$ cat config.mk
export PLATFORM = sky130hd
export DESIGN_NAME = bpc_second_order
export DESIGN_NICKNAME = d
export VERILOG_FILES = /design/src/rtl/bpc_pkg.sv /design/src/rtl/bpc_second_order.sv
export SDC_FILE = /design/constraint.sdc
export NUM_CORES = 2
export LEC_CHECK = 0
export BUFFER_PORTS_ARGS = -buffer_cell sky130_fd_sc_hd__buf_2
export CORE_UTILIZATION = 65
export CTS_BUF_LIST = sky130_fd_sc_hd__clkbuf_8 sky130_fd_sc_hd__clkbuf_16
export DETAILED_ROUTE_END_ITERATION = 8
export GPL_TIMING_DRIVEN = 1
export HOLD_SLACK_MARGIN = 0.02
export MAX_ROUTING_LAYER = met4
export PLACE_DENSITY = 0.85
export SLEW_MARGIN = 20
export SYNTH_ARGS = -nofsm -noshare
export SYNTH_HDL_FRONTEND = slang
export SYNTH_SLANG_ARGS = --single-unit
$ cat constraint.sdc
create_clock -name clk_i -period 12.9 [get_ports clk_i]
set_input_delay 2.58 -clock clk_i [delete_from_list [all_inputs] [get_ports clk_i]]
set_output_delay 2.58 -clock clk_i [all_outputs]
set_load 0.005 [all_outputs]
$ cat src/rtl/bpc_pkg.sv
`default_nettype none

package bpc_pkg;

  // configuration port
  localparam int unsigned CfgIdxW  = 3;
  localparam int unsigned CoeffW   = 16;

  localparam logic [CfgIdxW-1:0] RegC1 = 3'd0;
  localparam logic [CfgIdxW-1:0] RegC2 = 3'd1;
  localparam logic [CfgIdxW-1:0] RegC3 = 3'd2;
  localparam logic [CfgIdxW-1:0] RegC4 = 3'd3;
  localparam logic [CfgIdxW-1:0] RegC5 = 3'd4;
  localparam logic [CfgIdxW-1:0] RegC6 = 3'd5;

  // first-order constants
  localparam logic [18:0] TempRef    = 19'd2000;  // 20.00 C
  localparam logic [18:0] TempVlowOf = 19'd3500;  // -15.00 C seen from 20.00 C

  typedef struct packed {
    logic [23:0] pressure_raw;
    logic [23:0] temperature_raw;
  } bpc_in_t;

  typedef struct packed {
    logic signed [31:0] temperature_out;
    logic signed [31:0] pressure_out;
  } bpc_out_t;

  typedef struct packed {
    logic [CoeffW-1:0] c1;
    logic [CoeffW-1:0] c2;
    logic [CoeffW-1:0] c3;
    logic [CoeffW-1:0] c4;
    logic [CoeffW-1:0] c5;
    logic [CoeffW-1:0] c6;
  } bpc_coeff_t;

  // first-order results; all signed fields are two's complement bit vectors
  typedef struct packed {
    logic        valid;
    logic [23:0] d1;
    logic [18:0] temp;  // TEMP
    logic [18:0] a;     // TEMP - 2000
    logic [18:0] b;     // TEMP + 1500
    logic        low;   // TEMP < 2000
    logic        vlow;  // TEMP < -1500
    logic [36:0] off;
    logic [35:0] sens;
    logic [17:0] t2;    // dT^2 >> 31, before gating
  } bpc_front_t;

  // corrected terms, ready for the pressure product
  typedef struct packed {
    logic        valid;
    logic [23:0] d1;
    logic [31:0] tout;
    logic [39:0] off_c;
    logic [39:0] sens_c;
  } bpc_corr_t;

endpackage

`default_nettype wire

$ cat src/rtl/bpc_second_order.sv
`default_nettype none

module bpc_second_order (
  input  logic                 clk_i,
  input  logic                 rst_ni,
  input  bpc_pkg::bpc_front_t  front_i,
  output bpc_pkg::bpc_corr_t   corr_o
);
  import bpc_pkg::*;

  // stage 4: squares
  logic               v4_q;
  bpc_front_t         f4_q;
  logic signed [37:0] aa_d, bb_d;
  logic [35:0]        aa_q, bb_q;

  // stage 5: OFF2, SENS2
  logic        v5_q;
  bpc_front_t  f5_q;
  logic [39:0] five_aa, seven_bb, eleven_bb;
  logic [39:0] off2_d, sens2_d, off2_q, sens2_q;

  // stage 6: corrected terms
  logic        v6_q;
  logic [23:0] d1_6_q;
  logic [31:0] tout_d, tout_q;
  logic [39:0] off_c_d, sens_c_d, off_c_q, sens_c_q;

  assign aa_d = $signed(front_i.a) * $signed(front_i.a);
  assign bb_d = $signed(front_i.b) * $signed(front_i.b);

  assign five_aa   = {2'b0, aa_q, 2'b0} + {4'b0, aa_q};
  assign seven_bb  = {1'b0, bb_q, 3'b0} - {4'b0, bb_q};
  assign eleven_bb = {1'b0, bb_q, 3'b0} + {3'b0, bb_q, 1'b0} + {4'b0, bb_q};

  always_comb begin
    off2_d  = '0;
    sens2_d = '0;
    if (f4_q.low) begin
      off2_d  = {1'b0, five_aa[39:1]};
      sens2_d = {2'b0, five_aa[39:2]};
      if (f4_q.vlow) begin
        off2_d  = {1'b0, five_aa[39:1]} + seven_bb;
        sens2_d = {2'b0, five_aa[39:2]} + {1'b0, eleven_bb[39:1]};
      end
    end
  end

  // T2 only counts below 20.00 C
  assign tout_d   = {{13{f5_q.temp[18]}}, f5_q.temp} -
                    (f5_q.low ? {14'b0, f5_q.t2} : 32'd0);
  assign off_c_d  = {{3{f5_q.off[36]}}, f5_q.off} - off2_q;
  assign sens_c_d = {{4{f5_q.sens[35]}}, f5_q.sens} - sens2_q;

  always_ff @(posedge clk_i or negedge rst_ni) begin
    if (!rst_ni) begin
      v4_q <= 1'b0;
      v5_q <= 1'b0;
      v6_q <= 1'b0;
    end else begin
      v4_q <= front_i.valid;
      v5_q <= v4_q;
      v6_q <= v5_q;
    end
  end

  always_ff @(posedge clk_i) begin
    f4_q     <= front_i;
    aa_q     <= aa_d[35:0];
    bb_q     <= bb_d[35:0];
    f5_q     <= f4_q;
    off2_q   <= off2_d;
    sens2_q  <= sens2_d;
    d1_6_q   <= f5_q.d1;
    tout_q   <= tout_d;
    off_c_q  <= off_c_d;
    sens_c_q <= sens_c_d;
  end

  assign corr_o.valid  = v6_q;
  assign corr_o.d1     = d1_6_q;
  assign corr_o.tout   = tout_q;
  assign corr_o.off_c  = off_c_q;
  assign corr_o.sens_c = sens_c_q;

endmodule

`default_nettype wire

==> run metrics <==
RR Startpoint bb_q[2]; internal reg-to-reg setup slack 7.06 ns; commonest non-fill, non-tap cell in the layout inv_1; Die Ht approximately 280 µm; Sink Count roughly 550; Netlist cell types 99; initial antenna violation count 5; Post-synth EDFFs 0; flops & latches, synth between 500 and 600; Hold EP f5_q[10]; outcome finished clean; post-route setup TNS 0 ns; Worst-Skew Late Latency 0.63 ns; CORE AREA ~74000 µm²; Setup Skew about 0.04 ns; layout cells sized above 1 0.0874; Final Setup Violations 0; CTS tree done; Port Buffer Count between 300 and 400; Tcrit/Tclk final 0.698; H-tree depth 2; vias in the first global route around 37000; first-pass GRT wire length roughly 180 mm; via count about 35000; pre-CTS WS ~3.4 ns; Residual DRC 0; final setup margin about 4 ns; Tot GR Track Use 0.297; Hold Buf Count CTS 0; CTS root buf clkbuf_16; # rows 100; ANT nets after route 0; via-per-instance ratio 5.53; synth warn 0; Async S/R FF share, synth 0.00547; postcts setup bufs 0; HPWL Detailed 89.5 mm; Reg2Reg Depth 23; die area roughly 76000 µm²; clk slew on worst S/H paths 0.06 ns; gpl congestion around 0.96; Hold WC Path Type reg2reg; Max-Cap Viols 0; most used flip-flop cell after synthesis dfxtp_1; fin nets approximately 6700; DIE WIDTH 276 µm; Setup CP Type in2reg; CP startpoint kind input pin; GRT overflow 0; largest net degree at the start of global routing 46; Hold Crit Start f4_q[10]; Mapped Area 48900 µm²; CTS resizes 0; Crit Path Max Fanout 15; Hold Path Depth 0; Seq/Total Area, Yosys 0.225; Slew Viols, Final 0; critical path required time 13.42 ns; Max Fclk 0.111 GHz; TritonRoute pass-1 iters 5; final hold vios 0; cts bufs inserted between 40 and 50; worst slew pin tran roughly 1 ns; Area Growth Syn to Fin 8.36%; reg2reg end sens2_q[35]; Crit. End Element register; DP Area about 51000 µm²; Worst slew margin 0.333; Final min period around 9 ns; clk buf depth 3; mean post-synth cell area between 9 and 10 µm²; RSZ-0062 raised after global routing no; Initial Util 0.657; post-route cell area ~53000 µm²; Syn Inst Count just over 5000; WL per Instance roughly 17 µm; WL final ~110 mm; Ports between 300 and 400; Arrival @ worst endpoint 9.53 ns; most frequent cells in the layout inv_1, fa_1, dfxtp_1; DRT iter0 DRCs 2127
state kept, by name, summed over array words and instances, names as in the netlist:
signal and flops:
f5_q 135, d1_6_q 24, f4_q 136, sens2_q 40, bb_q 35, off_c_q 40
sens_c_q 40, off2_q 40, v4_q 1, v6_q 1, tout_q 20, aa_q 35
v5_q 1
how the worst max path moves through the flow:
stage | start | to | slack [ns] | cells past startpoint
global placement | front_i[96] | bb_q[34] | 3.65 | 22
finish | front_i[96] | bb_q[34] | 3.90 | 22
CTS | front_i[96] | bb_q[34] | 3.98 | 22
floorplan | front_i[111] | bb_q[34] | 4.14 | 24
detailed placement | front_i[96] | bb_q[34] | 3.40 | 22
global route | front_i[96] | bb_q[34] | 3.59 | 22
cells in the mapped netlist (all sizes together) (14+ instances only):
cell | instances | area share
o21a | 43 | 0.0066
o211ai | 18 | 0.0028
a22o | 16 | 0.0029
a211oi | 28 | 0.0048
nand3 | 59 | 0.0063
buf | 18 | 0.0025
o21bai | 27 | 0.0041
nor2b | 61 | 0.0079
or3 | 16 | 0.0020
nor3 | 47 | 0.0049
inv | 956 | 0.073
a21oi | 271 | 0.028
nor2 | 223 | 0.017
nand4 | 18 | 0.0023
and2 | 121 | 0.015
dfxtp | 545 | 0.22
nand2 | 390 | 0.030
o21ai | 132 | 0.014
nand2b | 59 | 0.0075
xnor2 | 228 | 0.041
clkbuf | 102 | 0.0079
fa | 709 | 0.29
a31o | 14 | 0.0025
ha | 487 | 0.12
a31oi | 28 | 0.0039
and3 | 23 | 0.0029
a21o | 125 | 0.019
xor2 | 102 | 0.018
cells by family (layout without fill, tap and decap cells):
group	Yosys count	count (layout)	synth area share
XOR/XNOR	330	330	0.0595
multiplexers	10	10	0.00210
AND/OR/NAND/NOR	1068	1068	0.105
AO/OA/AOI/OAI	814	814	0.111
other	1	7	0.0000766
buffers and inverters	1077	1362	0.0837
adder cells (fa/ha/maj)	1196	1196	0.415
flip-flops	548	548	0.225
final cells by class:
type                       count  area [µm²]
multi-input combinational   3420       33900
fill                        5428       21400
sequential                   548       11000
inverter                     957        3590
timing repair buffer         316        1590
clock buffer                  57        1340
tap                          969        1210
clock inverter                32         438
antenna                        5        12.5
critical path: stages:
cell	delay (ns)
buf_2	0.32
clkinv_1	0.42
nor2_1	0.39
fa_1	0.49
fa_1	0.53
inv_1	0.06
fa_1	0.49
inv_1	0.06
fa_1	0.48
fa_1	0.58
fa_1	0.43
ha_1	0.30
ha_1	0.34
a21o_1	0.18
a21oi_1	0.19
o21ai_0	0.19
a211o_1	0.32
o221ai_1	0.35
o2111ai_1	0.22
a31o_2	0.27
a21oi_1	0.17
xnor2_1	0.13
through the flow:
| step | cells | hold WS, ns | utilization |
|---|---|---|---|
| 6_report | 6304 | 0.321 | 0.712 |
| 5_1_grt | 6304 | 0.327 | 0.712 |
| 4_1_cts | 6299 | 0.321 | 0.712 |
| 3_5_place_dp | 6210 | 0.312 | 0.688 |
| 3_3_place_gp | 6210 | 0.310 | 0.688 |
| 2_1_floorplan | 5045 | 0.310 | - |
layer usage:
layer  track usage  vias to the layer above  share of wire
li1              -                    16600              -
met3        0.0292                      213          0.056
met1         0.370                    17000           0.42
met2         0.512                     1107           0.50
met4        0.0904                        0          0.029
met5             -                        -              0
Power is not shown: default switching activity piles up to over one toggle a cycle in this logic, so the estimate is an artifact.
