[src/rtl/bpc_pkg.sv]
`default_nettype none

package bpc_pkg;

  // configuration port
  localparam int unsigned CfgIdxW  = 3;
  localparam int unsigned CoeffW   = 16;

  localparam logic [CfgIdxW-1:0] RegC1 = 3'd0;
  localparam logic [CfgIdxW-1:0] RegC2 = 3'd1;
  localparam logic [CfgIdxW-1:0] RegC3 = 3'd2;
  localparam logic [CfgIdxW-1:0] RegC4 = 3'd3;
  localparam logic [CfgIdxW-1:0] RegC5 = 3'd4;
  localparam logic [CfgIdxW-1:0] RegC6 = 3'd5;

  // first-order constants
  localparam logic [18:0] TempRef    = 19'd2000;  // 20.00 C
  localparam logic [18:0] TempVlowOf = 19'd3500;  // -15.00 C seen from 20.00 C

  typedef struct packed {
    logic [23:0] pressure_raw;
    logic [23:0] temperature_raw;
  } bpc_in_t;

  typedef struct packed {
    logic signed [31:0] temperature_out;
    logic signed [31:0] pressure_out;
  } bpc_out_t;

  typedef struct packed {
    logic [CoeffW-1:0] c1;
    logic [CoeffW-1:0] c2;
    logic [CoeffW-1:0] c3;
    logic [CoeffW-1:0] c4;
    logic [CoeffW-1:0] c5;
    logic [CoeffW-1:0] c6;
  } bpc_coeff_t;

  // first-order results; all signed fields are two's complement bit vectors
  typedef struct packed {
    logic        valid;
    logic [23:0] d1;
    logic [18:0] temp;  // TEMP
    logic [18:0] a;     // TEMP - 2000
    logic [18:0] b;     // TEMP + 1500
    logic        low;   // TEMP < 2000
    logic        vlow;  // TEMP < -1500
    logic [36:0] off;
    logic [35:0] sens;
    logic [17:0] t2;    // dT^2 >> 31, before gating
  } bpc_front_t;

  // corrected terms, ready for the pressure product
  typedef struct packed {
    logic        valid;
    logic [23:0] d1;
    logic [31:0] tout;
    logic [39:0] off_c;
    logic [39:0] sens_c;
  } bpc_corr_t;

endpackage

`default_nettype wire

[src/rtl/bpc_pressure.sv]
`default_nettype none

module bpc_pressure (
  input  logic                clk_i,
  input  logic                rst_ni,
  input  bpc_pkg::bpc_corr_t  corr_i,
  output logic                out_valid_o,
  output bpc_pkg::bpc_out_t   out_o
);
  import bpc_pkg::*;

  // stage 7: D1 x SENS in two halves
  logic               v7_q;
  logic signed [43:0] hi_d, hi_q;
  logic [43:0]        lo_d, lo_q;
  logic [39:0]        off_7_q;
  logic [31:0]        tout_7_q;

  // stage 8: full product
  logic        v8_q;
  logic [63:0] prod_d, prod_q;
  logic [39:0] off_8_q;
  logic [31:0] tout_8_q;

  // stage 9: output word
  logic        v9_q;
  logic [63:0] x_d;
  logic [31:0] press_q, tout_9_q;

  assign hi_d = $signed({1'b0, corr_i.d1}) * $signed(corr_i.sens_c[39:20]);
  assign lo_d = corr_i.d1 * corr_i.sens_c[19:0];

  assign prod_d = {hi_q, 20'h00000} + {20'h00000, lo_q};

  assign x_d = {{21{prod_q[63]}}, prod_q[63:21]} - {{24{off_8_q[39]}}, off_8_q};

  always_ff @(posedge clk_i or negedge rst_ni) begin
    if (!rst_ni) begin
      v7_q <= 1'b0;
      v8_q <= 1'b0;
      v9_q <= 1'b0;
    end else begin
      v7_q <= corr_i.valid;
      v8_q <= v7_q;
      v9_q <= v8_q;
    end
  end

  always_ff @(posedge clk_i) begin
    hi_q     <= hi_d;
    lo_q     <= lo_d;
    off_7_q  <= corr_i.off_c;
    tout_7_q <= corr_i.tout;
    prod_q   <= prod_d;
    off_8_q  <= off_7_q;
    tout_8_q <= tout_7_q;
    press_q  <= x_d[46:15];
    tout_9_q <= tout_8_q;
  end

  assign out_valid_o           = v9_q;
  assign out_o.temperature_out = tout_9_q;
  assign out_o.pressure_out    = press_q;

endmodule

`default_nettype wire

[config.mk]
export PLATFORM = sky130hd
export DESIGN_NAME = bpc_pressure
export DESIGN_NICKNAME = d
export VERILOG_FILES = /design/src/rtl/bpc_pkg.sv /design/src/rtl/bpc_pressure.sv
export SDC_FILE = /design/constraint.sdc
export NUM_CORES = 2
export LEC_CHECK = 0
export ABC_AREA = 1
export BUFFER_PORTS_ARGS = -buffer_cell sky130_fd_sc_hd__clkbuf_2
export CELL_PAD_IN_SITES_DETAIL_PLACEMENT = 0
export CELL_PAD_IN_SITES_GLOBAL_PLACEMENT = 1
export CORE_ASPECT_RATIO = 0.8
export CORE_MARGIN = 3
export CORE_UTILIZATION = 25
export CTS_CLUSTER_DIAMETER = 80
export DETAILED_ROUTE_END_ITERATION = 7
export PLACE_DENSITY_LB_ADDON = 0.05
export SYNTH_ARGS = -nofsm -noshare
export SYNTH_HDL_FRONTEND = slang
export SYNTH_SLANG_ARGS = --single-unit
[constraint.sdc]
create_clock -name clk_i -period 2.2 [get_ports clk_i]
set_input_delay 0.22 -clock clk_i [delete_from_list [all_inputs] [get_ports clk_i]]
set_output_delay 0.22 -clock clk_i [all_outputs]
set_load 0.03 [all_outputs]
==> impl_metrics.env <==
export IMPL_outcome="finished with violations"
export IMPL_violations="setup timing"
export IMPL_top_layer_used="met5"
export IMPL_synth_seq_cells=319
export IMPL_worstPathArrival_ns=5.89
export IMPL_dp_slack_ns=-4.04
export IMPL_synth_distinct_cells=48
export IMPL_io_pins=204
export IMPL_met1_length_um=85700
export IMPL_synth_most_common_cell="inv_1"
export IMPL_fin_cells=9201
export IMPL_vias=38275
export IMPL_grt_ovfl_total=0
export IMPL_via_per_inst=4.16
export IMPL_clk_insertion_delay_late_ns=0.58
export IMPL_dpl_hpwl_um=144000
export IMPL_clock_tree_htree_level_count=2
export IMPL_first_global_vias=40966
export IMPL_slew_headroom=0.530
export IMPL_met2_length_um=76700
export IMPL_dr_wl_met3_um=6340
export IMPL_die_w_um=479
export IMPL_path_clk_slew_ns=0.06
export IMPL_cp_end_kind="register"
export IMPL_core_region_area_um2=177000
export IMPL_grt_usage=0.184
export IMPL_cts_path_max_buffers=3
export IMPL_yosysWarnings=0
export IMPL_drc=0
export IMPL_synth_ff_type="dfxtp_1"
export IMPL_fin_ws_ns=-3.17
export IMPL_fp_dieH_um=384
export IMPL_post_route_period_util=2.44
export IMPL_wl_per_cell_um=18.5
export IMPL_nets=8110
export IMPL_synthTopCellsByCount="inv_1 (1592), nand2_1 (1546), fa_1 (785), ha_1 (392), dfxtp_1 (316)"
export IMPL_drv_cap=0
export IMPL_worstMarginPinSlew_ns=0.704
export IMPL_io_buffer_count=203
export IMPL_startpoint_type="input port"
export IMPL_hold_path_class="in2reg"
export IMPL_cts_sink_count=319
export IMPL_grt_pass1_wl_um=257000
export IMPL_initial_core_util=0.252
export IMPL_yosys_area_top_type="fa_1"
export IMPL_fp_row_count=138
export IMPL_path_class="in2reg"
export IMPL_min_period_ns=5.37
export IMPL_postLayoutCoreUtil=0.355
export IMPL_hold_violations=0
export IMPL_postSynthCellCount=5802
export IMPL_clock_skew_ns=0.0296
export IMPL_drt_iter0_drc=1763
export IMPL_area_growth_pct=40.9
export IMPL_synthTopCellsByArea="fa_1 (35%), dfxtp_1 (14%), inv_1 (13%)"
export IMPL_fin_tns_setup_ns=-187.38
export IMPL_cts_tree="built"
export IMPL_antenna_found_initial=11
export IMPL_synth_nets=7118
export IMPL_die_area_um2=184000
export IMPL_dp_cells=8920
export IMPL_ys_async_sr_fraction=0.00940
export IMPL_synth_top_area_share=0.351
export IMPL_maxSlewViolCount=0
export IMPL_routed_wl_um=170000
export IMPL_ys_seq_area_frac=0.143
export IMPL_drive_gt1_frac=0.286
export IMPL_setup_violations=64
export IMPL_fmax_ghz=0.186
export IMPL_synth_edf_count=0
export IMPL_first_pass_iters=5
export IMPL_cp_max_fo=6
export IMPL_ant_nets=0
export IMPL_grt_setup_unrepaired="yes"
export IMPL_required_ns=2.72
export IMPL_grt_max_degree=21
export IMPL_nFillCells=18829
export IMPL_syn_area_um2=44700
export IMPL_cts_root_buffer="clkbuf_16"
export IMPL_syn_area_per_cell_um2=7.71
export IMPL_numCtsBuffers=35
export IMPL_place_congestion=0.817
==> metrics by stage <==
stage                     hold slack [ns]  area (µm²)
after floorplan                   -0.0756       46900
after global placement             0.0221       55500
after global routing                0.228       63000
after detailed placement           0.0233       55500
after CTS                           0.222       59900
final                               0.272       63000
==> state kept, by name, indices dropped and copies added, names as in the netlist <==
register and cells:
hi_q 44, prod_q 43, off_7_q 40, off_8_q 40
tout_7_q 32, tout_8_q 32, tout_9_q 32, press_q 29
lo_q 24, out_valid_o 1, v7_q 1, v8_q 1
==> worst max-delay path, cell delays in order <==
cell and delay, ns:
buf_6 0.07, buf_12 0.14, nand2_4 0.05, fa_1 0.56, inv_2 0.06, fa_1 0.55
inv_2 0.04, fa_1 0.51, inv_2 0.04, fa_1 0.56, fa_1 0.48, fa_1 0.55
inv_2 0.08, fa_1 0.57, inv_2 0.05, ha_4 0.32, nand2_4 0.09, nor2_4 0.18
nand2_2 0.08, nor3_2 0.15, o21ai_1 0.10, nand3_2 0.13, nand3_2 0.12, nand2_2 0.07
nand2_1 0.05, nand2_1 0.05
==> what timing repair did <==
item                                    in CTS  in global routing
hold buffers                                75                  0
gates cloned                                 6                  7
buffers inserted                            52                 97
resized for setup                          462                590
pin swaps                                  262                338
endpoints found under the setup margin      78                106
endpoints found under the hold margin       76                  0
==> per-layer routing <==
| metal | track usage | vias up |
|---|---|---|
| li1 | - | 18810 |
| met1 | 0.271 | 18841 |
| met2 | 0.298 | 534 |
| met3 | 0.0216 | 88 |
| met4 | 0.0195 | 2 |
| met5 | 0 | - |
==> cell type report <==
| class | instances | area, µm² | area share |
|---|---|---|---|
| flip-flops and latches | 319 | 6410 | 0.102 |
| multi-input cells | 3711 | 35900 | 0.570 |
| diodes | 1 | 2.50 | 0.0000397 |
| inverters | 1593 | 5990 | 0.0951 |
| well taps | 2380 | 2980 | 0.0473 |
| repair buffers | 1134 | 10600 | 0.168 |
| clock buffers | 44 | 971 | 0.0154 |
| clock inverters | 19 | 175 | 0.00278 |
==> worst paths after layout <==
kind,start,endpoint,slack (ns),cells past startpoint
max in group asynchronous,rst_ni,v7_q,1.55,3
setup reg to reg,lo_q[34],prod_q[47],0.08,9
hold reg to reg,off_7_q[20],off_8_q[20],0.30,0
min in group asynchronous,rst_ni,out_valid_o,0.50,3
hold / removal,corr_i[93],tout_7_q[13],0.27,2
setup / recovery,corr_i[7],lo_q[31],-3.17,26
==> cell families (layout without fill, tap and decap cells) <==
group                      Yosys count  in the layout  share of synthesized area
and+or+nand+nor                   2064           2064                      0.183
buffers and inverters             1772           2790                      0.149
adders and majority gates         1177           1177                      0.461
AOI/OAI and AO/OA                  379            379                     0.0467
DFF                                319            319                      0.143
xor gates and xnor gates            91             91                     0.0178
other                                0              1                          0
==> placed cells by master, fill, tap and decap left out, drive strengths merged, types with 7 or more instances in the layout <==
| master | n |
|---|---|
| nor3 | 43 |
| dfxtp | 316 |
| fa | 785 |
| nor4 | 7 |
| nor2 | 285 |
| a21oi | 197 |
| clkbuf | 234 |
| inv | 1597 |
| ha | 392 |
| nand2 | 1548 |
| nand4 | 36 |
| dlygate4sd3 | 75 |
| a21o | 17 |
| o21a | 14 |
| buf | 868 |
| xor2 | 73 |
| clkinv | 8 |
| nand3 | 119 |
| xnor2 | 18 |
| or2 | 14 |
| o21bai | 16 |
| o21ai | 112 |
Power is left out: the tool's default activity adds up to more than one toggle a clock period on the data nets, which glitch-free logic cannot reach.
