## config.mk

```make
export PLATFORM = sky130hd
export DESIGN_NAME = bpc_front
export DESIGN_NICKNAME = d
export VERILOG_FILES = /design/src/rtl/bpc_pkg.sv /design/src/rtl/bpc_front.sv
export SDC_FILE = /design/constraint.sdc
export NUM_CORES = 2
export LEC_CHECK = 0
export ABC_AREA = 1
export CAP_MARGIN = 20
export CORE_MARGIN = 4
export CORE_UTILIZATION = 58
export CTS_CLUSTER_DIAMETER = 80
export CTS_CLUSTER_SIZE = 30
export DETAILED_ROUTE_END_ITERATION = 12
export DONT_BUFFER_PORTS = 1
export GPL_TIMING_DRIVEN = 0
export PLACE_DENSITY_LB_ADDON = 0.2
export SLEW_MARGIN = 25
export SYNTH_ARGS = -nofsm -noshare
export SYNTH_HDL_FRONTEND = slang
export SYNTH_SLANG_ARGS = --single-unit
```

## constraint.sdc

```tcl
create_clock -name clk_i -period 18.2 [get_ports clk_i]
set_input_delay 0.91 -clock clk_i [delete_from_list [all_inputs] [get_ports clk_i]]
set_output_delay 0.91 -clock clk_i [all_outputs]
set_load 0.1 [all_outputs]
```

## src/rtl/bpc_pkg.sv

```systemverilog
`default_nettype none

package bpc_pkg;

  // configuration port
  localparam int unsigned CfgIdxW  = 3;
  localparam int unsigned CoeffW   = 16;

  localparam logic [CfgIdxW-1:0] RegC1 = 3'd0;
  localparam logic [CfgIdxW-1:0] RegC2 = 3'd1;
  localparam logic [CfgIdxW-1:0] RegC3 = 3'd2;
  localparam logic [CfgIdxW-1:0] RegC4 = 3'd3;
  localparam logic [CfgIdxW-1:0] RegC5 = 3'd4;
  localparam logic [CfgIdxW-1:0] RegC6 = 3'd5;

  // first-order constants
  localparam logic [18:0] TempRef    = 19'd2000;  // 20.00 C
  localparam logic [18:0] TempVlowOf = 19'd3500;  // -15.00 C seen from 20.00 C

  typedef struct packed {
    logic [23:0] pressure_raw;
    logic [23:0] temperature_raw;
  } bpc_in_t;

  typedef struct packed {
    logic signed [31:0] temperature_out;
    logic signed [31:0] pressure_out;
  } bpc_out_t;

  typedef struct packed {
    logic [CoeffW-1:0] c1;
    logic [CoeffW-1:0] c2;
    logic [CoeffW-1:0] c3;
    logic [CoeffW-1:0] c4;
    logic [CoeffW-1:0] c5;
    logic [CoeffW-1:0] c6;
  } bpc_coeff_t;

  // first-order results; all signed fields are two's complement bit vectors
  typedef struct packed {
    logic        valid;
    logic [23:0] d1;
    logic [18:0] temp;  // TEMP
    logic [18:0] a;     // TEMP - 2000
    logic [18:0] b;     // TEMP + 1500
    logic        low;   // TEMP < 2000
    logic        vlow;  // TEMP < -1500
    logic [36:0] off;
    logic [35:0] sens;
    logic [17:0] t2;    // dT^2 >> 31, before gating
  } bpc_front_t;

  // corrected terms, ready for the pressure product
  typedef struct packed {
    logic        valid;
    logic [23:0] d1;
    logic [31:0] tout;
    logic [39:0] off_c;
    logic [39:0] sens_c;
  } bpc_corr_t;

endpackage

`default_nettype wire

```

## src/rtl/bpc_front.sv

```systemverilog
`default_nettype none

module bpc_front (
  input  logic                 clk_i,
  input  logic                 rst_ni,
  input  logic                 in_valid_i,
  input  bpc_pkg::bpc_in_t     in_i,
  input  bpc_pkg::bpc_coeff_t  coeff_i,
  output bpc_pkg::bpc_front_t  front_o
);
  import bpc_pkg::*;

  // stage 1: dT
  logic               v1_q;
  logic [23:0]        d1_1_q;
  logic signed [24:0] dt_d, dt_q;

  // stage 2: products with dT
  logic               v2_q;
  logic [23:0]        d1_2_q;
  logic signed [40:0] p6_d, p4_d, p3_d;
  logic signed [40:0] p6_q, p4_q, p3_q;
  logic signed [49:0] pdd_d, pdd_q;

  // stage 3: TEMP, OFF, SENS
  logic        v3_q;
  logic [23:0] d1_3_q;
  logic [18:0] a_d, temp_d, b_d;
  logic [36:0] off_d;
  logic [35:0] sens_d;
  logic [18:0] temp_q, a_q, b_q;
  logic [36:0] off_q;
  logic [35:0] sens_q;
  logic [17:0] t2_q;

  assign dt_d = $signed({1'b0, in_i.temperature_raw}) - $signed({1'b0, coeff_i.c5, 8'h00});

  assign p6_d  = dt_q * $signed({1'b0, coeff_i.c6});
  assign p4_d  = dt_q * $signed({1'b0, coeff_i.c4});
  assign p3_d  = dt_q * $signed({1'b0, coeff_i.c3});
  assign pdd_d = dt_q * dt_q;

  // floor shifts are plain bit-selects of the signed products
  assign a_d    = {p6_q[40], p6_q[40:23]};
  assign temp_d = a_d + TempRef;
  assign b_d    = a_d + TempVlowOf;
  assign off_d  = {5'b0, coeff_i.c2, 16'h0000} + {{3{p4_q[40]}}, p4_q[40:7]};
  assign sens_d = {5'b0, coeff_i.c1, 15'h0000} + {{3{p3_q[40]}}, p3_q[40:8]};

  always_ff @(posedge clk_i or negedge rst_ni) begin
    if (!rst_ni) begin
      v1_q <= 1'b0;
      v2_q <= 1'b0;
      v3_q <= 1'b0;
    end else begin
      v1_q <= in_valid_i;
      v2_q <= v1_q;
      v3_q <= v2_q;
    end
  end

  always_ff @(posedge clk_i) begin
    d1_1_q <= in_i.pressure_raw;
    dt_q   <= dt_d;
    d1_2_q <= d1_1_q;
    p6_q   <= p6_d;
    p4_q   <= p4_d;
    p3_q   <= p3_d;
    pdd_q  <= pdd_d;
    d1_3_q <= d1_2_q;
    temp_q <= temp_d;
    a_q    <= a_d;
    b_q    <= b_d;
    off_q  <= off_d;
    sens_q <= sens_d;
    t2_q   <= pdd_q[48:31];
  end

  assign front_o.valid = v3_q;
  assign front_o.d1    = d1_3_q;
  assign front_o.temp  = temp_q;
  assign front_o.a     = a_q;
  assign front_o.b     = b_q;
  assign front_o.low   = a_q[18];
  assign front_o.vlow  = b_q[18];
  assign front_o.off   = off_q;
  assign front_o.sens  = sens_q;
  assign front_o.t2    = t2_q;

endmodule

`default_nettype wire

```

==> flow_metrics.env <==
export IMPL_status="completed"
export IMPL_layout_common_cells="inv_1 (2930), nand2_1 (2464), fa_1 (1753), ha_1 (496), dfxtp_1 (337)"
export IMPL_io_pins=322
export IMPL_path_class="reg -> reg"
export IMPL_worst_pin_slew_ns=1.25
export IMPL_drtIter0Drc=5196
export IMPL_num_vias=60300
export IMPL_grt_use_total_pct=35.8
export IMPL_reg2reg_slack_ns=9.41
export IMPL_grt_max_degree=31
export IMPL_synth_area_per_cell_um2=8.01
export IMPL_ys_warn_count=0
export IMPL_grt_pass1_vias=62900
export IMPL_mostFrequentLayoutCell="inv_1"
export IMPL_reg2reg_from="dt_q[8]"
export IMPL_synth_area_leader_cell="fa_1"
export IMPL_fin_worst_skew_ns=0.0471
export IMPL_die_h_um=371
export IMPL_clock_fmax_ghz=0.114
export IMPL_ff2ff_path_depth=27
export IMPL_clk_path_buf_depth=3
export IMPL_reg2reg_to="pdd_q[44]"
export IMPL_ys_flop_type="dfxtp_1"
export IMPL_wl_per_cell_um=21.2
export IMPL_holdBufCountCts=1
export IMPL_setup_violations=0
export IMPL_gp_congestion=1.04
export IMPL_yosysUniqueCellTypes=44
export IMPL_routed_wl_um=241000
export IMPL_cap_violations=0
export IMPL_h_tree_depth=1
export IMPL_slowest_delay_ns=0.95
export IMPL_syn_nets=11900
export IMPL_drc=0
export IMPL_synth_area_leaders="fa_1 (46%), inv_1 (14%), nand2_1 (12%)"
export IMPL_crit_buf_inv=10
export IMPL_ys_ff_latch=340
export IMPL_antenna_found_initial=12
export IMPL_min_path_type="in -> reg"
export IMPL_drv_slew=0
export IMPL_drive_gt1_share_pct=1.85
export IMPL_cp_depth=27
export IMPL_synth_cell_area_um2=76500
export IMPL_row_count=132
export IMPL_synth_edf_count=0
export IMPL_critPathTopFamily="adder cells"
export IMPL_viasPerCell=5.32
export IMPL_arrival_ns=9.33
export IMPL_startpoint_type="flip-flop"
export IMPL_dpl_worst_slack_ns=9.69
export IMPL_fin_crit_ns=8.79
export IMPL_cts_sinks=340
export IMPL_syn_inst=9546
export IMPL_cts_resized_gates=0
export IMPL_numPortBuffers=0
export IMPL_numCtsBuffers=21
export IMPL_clk_latency_ns=0.65
export IMPL_cp_startpoint="dt_q[8]"
export IMPL_crit_top_cell="inv_1"
export IMPL_dp_cells=11300
export IMPL_antenna_left=0
export IMPL_crit_path_end_kind="flip-flop"
export IMPL_clkTransAtPathRegs_ns=0.09
export IMPL_initial_core_util_pct=58.7
export IMPL_worstPathMaxFanout=10
export IMPL_die_width_um=371
export IMPL_dieArea_um2=138000
export IMPL_crit_path_end="pdd_q[44]"
export IMPL_rsz0062_at_grt="false"
export IMPL_fin_cells=11300
export IMPL_area_delta_synth_final_pct=4.09
export IMPL_yosysTopAreaCellShare_pct=45.9
export IMPL_cts_tree="built"
export IMPL_worstPathRequired_ns=18.74
export IMPL_detailed_place_hpwl_um=206000
export IMPL_relSlewSlack_pct=16.9
export IMPL_cpMaxStageDelayCell="clkbuf_1"
export IMPL_layout_nets=12000
export IMPL_hold_violations=0
export IMPL_ys_async_sr_fraction_pct=0.882
export IMPL_core_area_um2=130000
export IMPL_post_cts_setup_buffers=0
export IMPL_grt_ovfl_total=0
export IMPL_setup_tns_ns=0
export IMPL_grt_pass1_wl_um=369000
export IMPL_ys_seq_area_share_pct=8.92
export IMPL_clockRootBuffer="clkbuf_16"
export IMPL_setup_slack_ns=9.41
export IMPL_fin_crit_sh_pct=48.3
export IMPL_first_pass_iters=7
## worst min-delay path by stage
stage	startpoint	cells past startpoint	to	slack [ns]
floorplan	p6_q[23]	0	b_q[0]	0.31
global placement	d1_1_q[5]	0	d1_2_q[5]	0.31
detailed placement	pdd_q[43]	0	t2_q[12]	0.31
CTS	in_i[2]	0	dt_q[2]	0.24
global route	in_i[1]	0	dt_q[1]	0.26
finish	in_i[1]	0	dt_q[1]	0.28
## kinds of logic after synthesis
group,share of synthesized area [%]
buffers and inverters,16.3
and+or+nand+nor,15.8
adders and majority gates,54.0
AOI/OAI and AO/OA,3.10
DFF,8.92
xor gates and xnor gates,1.80
## routing by layer
layer | up-vias | part of all wire (%) | routed length, um | track usage (%)
met2 | 3029 | 44 | 106000 | 55.1
met5 | - | 0.024 | 57 | 0.178
met4 | 8 | 6.6 | 15800 | 18.0
met3 | 696 | 11 | 26700 | 9.24
li1 | 26800 | - | - | -
met1 | 29800 | 38 | 92400 | 47.0
## cell usage after synthesis (12+ instances only)
| library cell | number |
|---|---|
| inv_1 | 2930 |
| nand2_1 | 2464 |
| fa_1 | 1754 |
| ha_1 | 496 |
| dfxtp_1 | 337 |
| clkbuf_1 | 315 |
| nor2_1 | 308 |
| a21oi_1 | 229 |
| nand3_1 | 141 |
| xor2_1 | 116 |
| o21ai_0 | 91 |
| nand4_1 | 51 |
| xnor2_1 | 41 |
| nor3_1 | 37 |
| o21bai_1 | 31 |
| buf_1 | 24 |
| o21ai_1 | 23 |
| inv_2 | 18 |
| a21boi_0 | 15 |
| buf_4 | 14 |
| a21o_1 | 12 |
| nand2_2 | 12 |
## registers in the layout (all words and copies together) (netlist names), 24 cells and up
signal and count:
off_q 35, p4_q 34, sens_q 34, p3_q 33
dt_q 25, d1_1_q 24, d1_2_q 24, d1_3_q 24
## area by class of cell
cell class                 instances  area [um2]
timing repair buffer               2        37.5
fill                           12000       50600
clock buffer                      21         526
buffer                           356        1460
multi-input combinational       5902       57200
antenna                            9        22.5
tap                             1742        2180
sequential                       340        6820
inverter                        2948       11100
clock inverter                    14         295
## stage by stage
stage               hold WS (ns)  cell area, um2  utilization [%]
CTS                        0.245           79600             61.1
detailed placement         0.312           78700             60.5
global placement           0.309           78600             60.4
global route               0.256           79600             61.1
floorplan                  0.310           76500                -
finish                     0.279           79600             61.2
Power is left out: the tool's default activity adds up to more than one toggle a clock period on the data nets, which glitch-free logic cannot reach.
