### src/rtl/bpc_pkg.sv
`default_nettype none

package bpc_pkg;

  // configuration port
  localparam int unsigned CfgIdxW  = 3;
  localparam int unsigned CoeffW   = 16;

  localparam logic [CfgIdxW-1:0] RegC1 = 3'd0;
  localparam logic [CfgIdxW-1:0] RegC2 = 3'd1;
  localparam logic [CfgIdxW-1:0] RegC3 = 3'd2;
  localparam logic [CfgIdxW-1:0] RegC4 = 3'd3;
  localparam logic [CfgIdxW-1:0] RegC5 = 3'd4;
  localparam logic [CfgIdxW-1:0] RegC6 = 3'd5;

  // first-order constants
  localparam logic [18:0] TempRef    = 19'd2000;  // 20.00 C
  localparam logic [18:0] TempVlowOf = 19'd3500;  // -15.00 C seen from 20.00 C

  typedef struct packed {
    logic [23:0] pressure_raw;
    logic [23:0] temperature_raw;
  } bpc_in_t;

  typedef struct packed {
    logic signed [31:0] temperature_out;
    logic signed [31:0] pressure_out;
  } bpc_out_t;

  typedef struct packed {
    logic [CoeffW-1:0] c1;
    logic [CoeffW-1:0] c2;
    logic [CoeffW-1:0] c3;
    logic [CoeffW-1:0] c4;
    logic [CoeffW-1:0] c5;
    logic [CoeffW-1:0] c6;
  } bpc_coeff_t;

  // first-order results; all signed fields are two's complement bit vectors
  typedef struct packed {
    logic        valid;
    logic [23:0] d1;
    logic [18:0] temp;  // TEMP
    logic [18:0] a;     // TEMP - 2000
    logic [18:0] b;     // TEMP + 1500
    logic        low;   // TEMP < 2000
    logic        vlow;  // TEMP < -1500
    logic [36:0] off;
    logic [35:0] sens;
    logic [17:0] t2;    // dT^2 >> 31, before gating
  } bpc_front_t;

  // corrected terms, ready for the pressure product
  typedef struct packed {
    logic        valid;
    logic [23:0] d1;
    logic [31:0] tout;
    logic [39:0] off_c;
    logic [39:0] sens_c;
  } bpc_corr_t;

endpackage

`default_nettype wire

### src/rtl/bpc_coeff_regs.sv
`default_nettype none

module bpc_coeff_regs (
  input  logic                         clk_i,
  input  logic                         rst_ni,
  input  logic                         cfg_we_i,
  input  logic [bpc_pkg::CfgIdxW-1:0]  cfg_idx_i,
  input  logic [bpc_pkg::CoeffW-1:0]   cfg_wdata_i,
  output bpc_pkg::bpc_coeff_t          coeff_o
);
  import bpc_pkg::*;

  bpc_coeff_t coeff_q, coeff_d;

  always_comb begin
    coeff_d = coeff_q;
    if (cfg_we_i) begin
      case (cfg_idx_i)
        RegC1:   coeff_d.c1 = cfg_wdata_i;
        RegC2:   coeff_d.c2 = cfg_wdata_i;
        RegC3:   coeff_d.c3 = cfg_wdata_i;
        RegC4:   coeff_d.c4 = cfg_wdata_i;
        RegC5:   coeff_d.c5 = cfg_wdata_i;
        RegC6:   coeff_d.c6 = cfg_wdata_i;
        default: coeff_d = coeff_q;  // unmapped index, dropped
      endcase
    end
  end

  always_ff @(posedge clk_i or negedge rst_ni) begin
    if (!rst_ni) begin
      coeff_q <= '0;
    end else begin
      coeff_q <= coeff_d;
    end
  end

  assign coeff_o = coeff_q;

endmodule

`default_nettype wire

### config.mk
export PLATFORM = sky130hd
export DESIGN_NAME = bpc_coeff_regs
export DESIGN_NICKNAME = d
export VERILOG_FILES = /design/src/rtl/bpc_pkg.sv /design/src/rtl/bpc_coeff_regs.sv
export SDC_FILE = /design/constraint.sdc
export NUM_CORES = 1
export LEC_CHECK = 0
export BUFFER_PORTS_ARGS = -buffer_cell sky130_fd_sc_hd__buf_2
export CAP_MARGIN = 30
export CORE_MARGIN = 3
export CORE_UTILIZATION = 38
export DETAILED_ROUTE_END_ITERATION = 7
export GPL_ROUTABILITY_DRIVEN = 0
export SLEW_MARGIN = 0
export SYNTH_ARGS = -nofsm -noshare
export SYNTH_HDL_FRONTEND = slang
export SYNTH_SLANG_ARGS = --single-unit
### constraint.sdc
create_clock -name clk_i -period 1.2 [get_ports clk_i]
set_input_delay 0.24 -clock clk_i [delete_from_list [all_inputs] [get_ports clk_i]]
set_output_delay 0.24 -clock clk_i [all_outputs]
set_load 0.1 [all_outputs]
==> flow_metrics.tcl, run 1 <==
set metrics [dict create \
    drive_gt1_share_pct 88.8 \
    p_leak_uw 0.00290 \
    synth_most_common_cell "dfrtp_1" \
    worstHoldPathCells 2 \
    rr_startpoint "coeff_o[71]" \
    place_area_sq_um 6200 \
    regToRegSetupSlack_ns 0.25 \
    clock_skew_ns 0 \
    power_density_nw_per_um2 2570 \
    crit_chain "buf_12" \
    reg2reg_depth 2 \
    synth_top_area_share_pct 65.3 \
    synthesis.nets 230 \
    dp_hpwl_microns 6820 \
    cap_viol_max_count 0 \
    layout.nets 383 \
    async_reset_ff_share_pct 100 \
    violations "setup timing" \
    multi_input_area_sq_um 1280 \
    post-route-worst-setup-slack_ns -0.00950 \
    maxSlewHeadroom_pct 74.5 \
    routed_via_density 4.74 \
    slew_violations 0 \
    cts_buffer_depth 2 \
    crit_path_max_fanout 2 \
    io_pins 118 \
    synth_flop_cell "dfrtp_1" \
    cp.required_ns 0.96 \
    end_kind "output pin" \
    portBuffers 117 \
    fin_setup_tns_ns -0.0384 \
    hold_start "cfg_wdata_i[15]" \
    cts.sinks 96 \
    dr_total_vias 2348 \
    antenna_found_initial 0 \
    path_clk_slew_ns 0.10 \
    slowest_delay_ns 0.43 \
    status "finished with violations" \
    grt_pass1_vias 2630 \
    max_freq_mhz 827 \
    rsz0062_at_grt "true" \
    antenna_left 0 \
    first_iter_violations 48 \
    fin_area_sq_um 6570 \
    synthToLayoutAreaGrowth_pct 78.5 \
    netlist_top_cells_count "dfrtp_1 (96), mux2_2 (95), buf_6 (7)" \
    setup_viol 8 \
    yosysSeqAreaShare_pct 65.3 \
    cts_tree "done" \
    grt_use_total_pct 18.0 \
    hp-class "in2reg" \
    slowest_stage "dfrtp_1" \
    worst_slew_pin_slew_ns 0.382 \
    path_class "reg2out" \
    synth_area_per_cell_sq_um 17.7 \
    synth.distinct_cells 10 \
    clk-insertion-delay-late_ns 0.33 \
    peakVddDrop_uv 1370 \
    hold_viol_final 0 \
    n_fill_cell 620 \
    synth_area_leaders "dfrtp_1 (65%), mux2_2 (29%), buf_6 (2.1%)" \
    start_util_pct 39.4 \
    seq_area_sq_um 2480 \
    synth_top_area_cell "dfrtp_1" \
    ys.warnings.count 0 \
    clockRootBuffer "clkbuf_8" \
    drt-pass1-iter-count 4 \
    numCtsBuffers 9 \
    worstReg2RegEnd "coeff_o[71]" \
    synth_edf_count 0 \
    die_w_microns 104 \
    synthCells 208 \
    cp_top_family "flip-flops" \
    holdPathEnd "coeff_o[31]" \
    routed_wl_microns 9350 \
    grt_start_max_net_pins 26 \
    largest_reg_flops 96 \
    h-tree-depth 3 \
    grt_first_pass_wirelength_microns 15200 \
    critPathBufInv 1 \
    ys_ff_latch 96 \
    syn_area_sq_um 3680 \
    num_rows 35 \
    diodes 0 \
    crit_start "coeff_o[62]" \
    startpoint_type "register" \
    cp.arrival_ns 0.97 \
    wire_per_inst_microns 18.9 \
    finalCriticalPeriod_ns 1.21 \
    fin_crit_sh_pct 101 \
    drc_errors 0 \
    die_h_microns 104 \
    overflow 0 \
    core_sq_um 9330 \
    die_area_sq_um 10900 \
]
power by group:
part,internal [uW],leakage [uW],switching (uW)
Sequential,4040,0.00109,795
Clock,1180,0.000104,1090
Combinational,3640,0.00171,6150
how the worst max path moves through the flow:
stage                  endpoint  depth (start not counted)
finish              coeff_o[62]                          1
global route        coeff_o[62]                          1
CTS                 coeff_o[62]                          1
detailed placement  coeff_o[94]                          4
global placement    coeff_o[90]                          4
floorplan           coeff_o[80]                          4
layout by cell type (no fill, tap or decap), types with 2 or more instances in the layout:
master | synthesis | final
buf_2 | 2 | 20
and4bb_2 | 2 | 2
clkbuf_1 | 0 | 2
buf_4 | 0 | 24
buf_12 | 0 | 107
nand4b_2 | 2 | 2
mux2_4 | 0 | 29
dfrtp_1 | 96 | 36
dfrtp_2 | 0 | 60
bufinv_16 | 0 | 2
clkbuf_8 | 0 | 9
mux2_2 | 95 | 66
routing by layer:
metal / part of all wire (%) / global-route usage, % / routed length (microns) / up-vias
met3: 9.0 / 8.19 / 839 / 8
li1: - / - / - / 1046
met2: 47 / 27.9 / 4380 / 87
met4: 0.57 / 3.99 / 53 / 0
met1: 44 / 23.2 / 4070 / 1207
met5: 0 / 0 / 0 / -
cells by family (layout without fill, tap and decap cells):
logic type / count (synthesis) / count (layout) / synth area share [%]
buffers and inverters: 10 / 168 / 2.82
DFF: 96 / 96 / 65.3
muxes: 96 / 96 / 29.4
and+or+nand+nor: 6 / 6 / 2.48
area by class of cell:
cell class | instances | area share [%]
clock inverters | 5 | 1.24
flip-flops and latches | 96 | 37.7
multi-input cells | 102 | 19.5
repair buffers | 152 | 37.0
clock buffers | 11 | 2.00
well taps | 129 | 2.46
stage by stage:
stage / setup slack [ns] / hold slack, ns / power, uW / std cells / util, %
after floorplan: -0.226 / -0.0556 / 10600 / 208 / -
after global placement: -0.222 / 0.186 / 14400 / 459 / 66.5
after detailed placement: -0.238 / 0.187 / 14500 / 459 / 66.5
after CTS: -0.0350 / 0.174 / 16900 / 487 / 69.7
after global routing: -0.0756 / 0.173 / 17400 / 495 / 70.4
final: -0.00950 / 0.199 / 16900 / 495 / 70.4
timing repair:
item	4_1_cts	5_1_grt
pin swaps	0	0
endpoints found under the hold margin	21	0
buffers inserted	11	8
gates resized for setup	0	0
cloned	0	0
endpoints found under the setup margin	76	96
hold buffers	1	0
No activity file was read; power rests on OpenSTA's default activity.
==> run 2: changes to the inputs <==
--- a/config.mk
+++ b/config.mk
@@ -11,6 +11,7 @@
 export CORE_UTILIZATION = 38
 export DETAILED_ROUTE_END_ITERATION = 7
 export GPL_ROUTABILITY_DRIVEN = 0
+export SETUP_SLACK_MARGIN = 0.4
 export SLEW_MARGIN = 0
 export SYNTH_ARGS = -nofsm -noshare
 export SYNTH_HDL_FRONTEND = slang
==> constraint.sdc (replaced) <==
create_clock -name clk_i -period 1.4 [get_ports clk_i]
set_input_delay 0.28 -clock clk_i [delete_from_list [all_inputs] [get_ports clk_i]]
set_output_delay 0.28 -clock clk_i [all_outputs]
set_load 0.1 [all_outputs]
==> run 2 against run 1 <==
Utilization is 2.8 points higher. Critical path depth stayed put. The flow now finishes without violations. Largest cell class unchanged. Power decreased by 15%. Sequential cell count unchanged.
==> flow_metrics.tcl, run 2 (same netlist as run 1, synthesis figures left out) <==
set metrics [dict create \
    die_area_sq_um 10900 \
    n_fill_cell 554 \
    path_clk_slew_ns 0.11 \
    portBuffers 117 \
    h-tree-depth 3 \
    clk-insertion-delay-late_ns 0.36 \
    routed_via_density 4.81 \
    regToRegSetupSlack_ns 0.33 \
    hold_viol_final 0 \
    drt-pass1-iter-count 3 \
    core_sq_um 9330 \
    largest_reg_flops 96 \
    multi_input_area_sq_um 1420 \
    grt_start_max_net_pins 51 \
    num_rows 35 \
    overflow 0 \
    cap_viol_max_count 0 \
    post-route-worst-setup-slack_ns 0.0833 \
    cp_top_family "flip-flops" \
    layout.nets 389 \
    holdPathEnd "coeff_o[72]" \
    diodes 0 \
    end_kind "output pin" \
    pre_cts_ws_ns -0.0364 \
    dp_hpwl_microns 5950 \
    dr_total_vias 2410 \
    die_h_microns 104 \
    crit_path_max_fanout 2 \
    wire_per_inst_microns 20.5 \
    critPathBufInv 1 \
    slew_violations 0 \
    slowest_stage "dfrtp_4" \
    finalCriticalPeriod_ns 1.32 \
    hold_ws_ns 0.219 \
    mostFrequentLayoutCell "buf_12" \
    place_area_sq_um 5100 \
    seq_area_sq_um 2540 \
    cp.arrival_ns 1.04 \
    start_util_pct 39.4 \
    grtUsageMet1_pct 24.6 \
    max_freq_mhz 759 \
    clock_skew_ns 0 \
    globalRouteMet2Util_pct 27.5 \
    grt_use_total_pct 18.0 \
    clockRootBuffer "clkbuf_8" \
    drive_gt1_share_pct 96.8 \
    status "completed" \
    worstHoldPathCells 2 \
    busiest_layer "met2" \
    drc_errors 0 \
    rr_startpoint "coeff_o[61]" \
    fin_crit_sh_pct 94.1 \
    maxSlewHeadroom_pct 82.1 \
    die_w_microns 104 \
    synthToLayoutAreaGrowth_pct 85.5 \
    hp-class "in2reg" \
    routed_wl_microns 10300 \
    power_density_nw_per_um2 2120 \
    worst_slew_pin_slew_ns 0.268 \
    fin_area_sq_um 6820 \
    antenna_found_initial 0 \
    total_power_uw 14400 \
    reg2reg_depth 3 \
    cp.required_ns 1.12 \
    rsz0062_at_grt "true" \
    slowest_delay_ns 0.50 \
    cts_tree "done" \
    hold_start "cfg_wdata_i[8]" \
    antenna_left 0 \
    worstReg2RegEnd "coeff_o[61]" \
    io_pins 118 \
    peakVddDrop_uv 1280 \
    grt_first_pass_wirelength_microns 15200 \
    crit_chain "buf_12" \
    final_cell_mix "buf_12 (104), dfrtp_2 (75), mux2_4 (64), mux2_2 (32), buf_4 (26)" \
    path_class "reg2out" \
    cts.sinks 96 \
    first_iter_violations 94 \
    setup_viol 0 \
    cts_buffer_depth 2 \
    fin_setup_tns_ns 0 \
    numCtsBuffers 9 \
    p_leak_uw 0.00299 \
    use_met3_pct 6.77 \
    startpoint_type "register" \
    grt_pass1_vias 2520 \
]
## run 2: cell types whose count changed in the layout (fill, tap and decap cells not counted), sizes merged
cell      before  now
bufinv         2    0
clkinvlp       1    2
clkbuf        11   12
clkinv         1    2
buf          151  156
## run 2: timing repair
action,CTS,global route
pin swaps,2,2
hold buffers,1,0
setup buffers,9,15
setup endpoints to repair,141,127
cloned,2,0
resized for setup,268,78
hold endpoints to repair,96,0
## run 2: worst max-delay path by stage
stage / from / end / slack (ns) / cells past startpoint
after floorplan: cfg_idx_i[0] / coeff_o[80] / -0.07 / 4
after global placement: cfg_idx_i[0] / coeff_o[30] / -0.01 / 4
after detailed placement: cfg_idx_i[1] / coeff_o[87] / -0.04 / 4
after CTS: coeff_o[3] / coeff_o[3] / 0.07 / 1
after global routing: coeff_o[34] / coeff_o[34] / 0.04 / 1
final: coeff_o[34] / coeff_o[34] / 0.08 / 1
## run 2: per-layer routing
metal | vias up | part of all wire (%)
li1 | 1058 | -
met1 | 1255 | 43
met2 | 85 | 49
met3 | 12 | 6.6
met4 | 0 | 1.2
met5 | - | 0
## run 2: area by class of cell
type	count	area share (%)
Clock buffer	11	1.93
Multi-Input combinational cell	102	20.8
Clock inverter	5	0.605
Tap cell	129	2.37
Timing Repair Buffer	158	37.0
Sequential cell	96	37.2
## run 2: per-stage QoR
step	util [%]	instances
3_3_place_gp	54.7	458
4_1_cts	68.3	486
3_5_place_dp	54.7	458
2_1_floorplan	-	208
6_report	73.1	501
5_1_grt	73.1	501
## run 2: where the power goes
part	switching (uW)	internal [uW]
clock	1000	661
sequential	718	3530
combinational	5290	3230
==> run 3: changes to the inputs <==
--- a/config.mk
+++ b/config.mk
@@ -11,6 +11,7 @@
 export CORE_UTILIZATION = 38
 export DETAILED_ROUTE_END_ITERATION = 7
 export GPL_ROUTABILITY_DRIVEN = 0
+export PLACE_DENSITY = 0.62
 export SETUP_SLACK_MARGIN = 0.4
 export SLEW_MARGIN = 0
 export SYNTH_ARGS = -nofsm -noshare
==> run 3 against run 2 <==
Fmax increased by 0.79%. Design area increased by 1.6%. Highest routed layer unchanged. Clock power increased by 31%. Non-clock buffer count increased by 4. Global-route usage increased by 0.95 points. Sequential share of layout area decreased by 0.60 points. Utilization increased by 1.2 points. Final cell count increased by 0.60%.
==> flow_metrics.tcl, run 3 (same netlist as run 1, synthesis figures left out) <==
set metrics [dict create \
    status "completed" \
    fin_crit_sh_pct 93.3 \
    die_w_microns 104 \
    slew_violations 0 \
    num_rows 35 \
    drc_errors 0 \
    worstHoldPathCells 2 \
    portBuffers 117 \
    fin_util_pct 74.3 \
    total_power_uw 15000 \
    setup_viol 0 \
    layout.nets 393 \
    routed_via_density 4.87 \
    finalCriticalPeriod_ns 1.31 \
    antenna_found_initial 0 \
    final_cell_mix "buf_12 (103), dfrtp_2 (75), mux2_4 (65), mux2_2 (31), buf_4 (30)" \
    crit_chain "buf_12" \
    wire_per_inst_microns 21.3 \
    max_freq_mhz 765 \
    grt_pass1_vias 2699 \
    reg2reg_depth 3 \
    routed_wl_microns 10700 \
    first_iter_violations 57 \
    rr_startpoint "coeff_o[73]" \
    p_leak_uw 0.00306 \
    crit_path_max_fanout 2 \
    start_util_pct 39.4 \
    maxSlewHeadroom_pct 81.2 \
    grt_first_pass_wirelength_microns 16100 \
    antenna_left 0 \
    cp.required_ns 1.12 \
    fin_setup_tns_ns 0 \
    cts_buffer_depth 2 \
    cts_tree "done" \
    post-route-worst-setup-slack_ns 0.0936 \
    h-tree-depth 3 \
    hp-class "in2reg" \
    slowest_delay_ns 0.50 \
    worstReg2RegEnd "coeff_o[73]" \
    clk-insertion-delay-late_ns 0.35 \
    peakVddDrop_uv 1230 \
    startpoint_type "register" \
    cp_top_family "flip-flops" \
    dp_hpwl_microns 6080 \
    pre_cts_ws_ns -0.0531 \
    core_sq_um 9330 \
    drt-pass1-iter-count 4 \
    worst_slew_pin_slew_ns 0.282 \
    largest_reg_flops 96 \
    dr_total_vias 2453 \
    hold_start "cfg_wdata_i[8]" \
    n_fill_cell 567 \
    cp.arrival_ns 1.03 \
    slowest_stage "dfrtp_4" \
    holdPathEnd "coeff_o[24]" \
    hold_viol_final 0 \
    cts.sinks 96 \
    synthToLayoutAreaGrowth_pct 88.5 \
    power_density_nw_per_um2 2170 \
    grt_start_max_net_pins 52 \
    mostFrequentLayoutCell "buf_12" \
    grt_use_total_pct 18.9 \
    io_pins 118 \
    cap_viol_max_count 0 \
    rsz0062_at_grt "true" \
    path_class "reg2out" \
    clock_skew_ns 0 \
    drive_gt1_share_pct 97.3 \
    numCtsBuffers 9 \
    clockRootBuffer "clkbuf_8" \
    end_kind "output pin" \
    die_area_sq_um 10900 \
    regToRegSetupSlack_ns 0.33 \
    diodes 0 \
    overflow 0 \
    die_h_microns 104 \
    critPathBufInv 1 \
    path_clk_slew_ns 0.09 \
]
==> run 3: cell types whose count changed in the layout (fill, tap and decap cells not counted), moves of 2 or more <==
cell,delta
buf_4,+4
clkinvlp_4,-2
clkbuf_1,-2
clkinv_4,-2
bufinv_16,+3
==> run 3: metrics by stage <==
stage	area, sq um	cells	hold WS, ns
after global placement	5200	456	0.0999
after CTS	6630	491	0.217
final	6930	504	0.241
after global routing	6930	504	0.235
after detailed placement	5200	456	0.0986
after floorplan	4020	208	-0.0156
==> run 3: per-layer routing <==
metal	up-vias	wire length, microns	track usage (%)
met4	0	138	5.51
met2	95	5190	29.3
met3	14	704	5.59
met5	-	0	0
li1	1064	-	-
met1	1280	4680	25.8
==> run 3: worst max path at each step <==
stage / from / to / slack, ns / cells after the start
floorplan: cfg_idx_i[0] / coeff_o[80] / -0.07 / 4
global placement: cfg_idx_i[2] / coeff_o[57] / -0.03 / 4
detailed placement: cfg_idx_i[1] / coeff_o[88] / -0.05 / 4
CTS: coeff_o[33] / coeff_o[33] / 0.07 / 1
global route: coeff_o[33] / coeff_o[33] / 0.05 / 1
finish: coeff_o[33] / coeff_o[33] / 0.09 / 1
==> run 3: area by class of cell <==
cell class | instances | area, sq um | area share, %
clock inverters | 5 | 104 | 1.50
clock buffers | 10 | 138 | 1.98
well taps | 129 | 161 | 2.33
repair buffers | 162 | 2560 | 37.0
multi-input cells | 102 | 1430 | 20.6
flip-flops and latches | 96 | 2540 | 36.6
==> run 3: repair_timing <==
item / 4_1_cts / 5_1_grt
hold endpoints to repair: 96 / 0
cloned: 2 / 1
endpoints found under the setup margin: 154 / 129
setup buffers: 17 / 12
hold buffers: 1 / 0
pin swaps: 3 / 2
resized for setup: 276 / 44
==> run 3: power breakdown <==
group          total (uW)  switching, uW  internal (uW)
registers            4240            709           3530
clock network        2180            947           1230
logic                8620           5340           3280
==> run 3: worst register-to-register path, stage by stage (launching register included) <==
cell and delay [ns]:
dfrtp_2 0.44, buf_4 0.14, buf_4 0.12, mux2_4 0.26
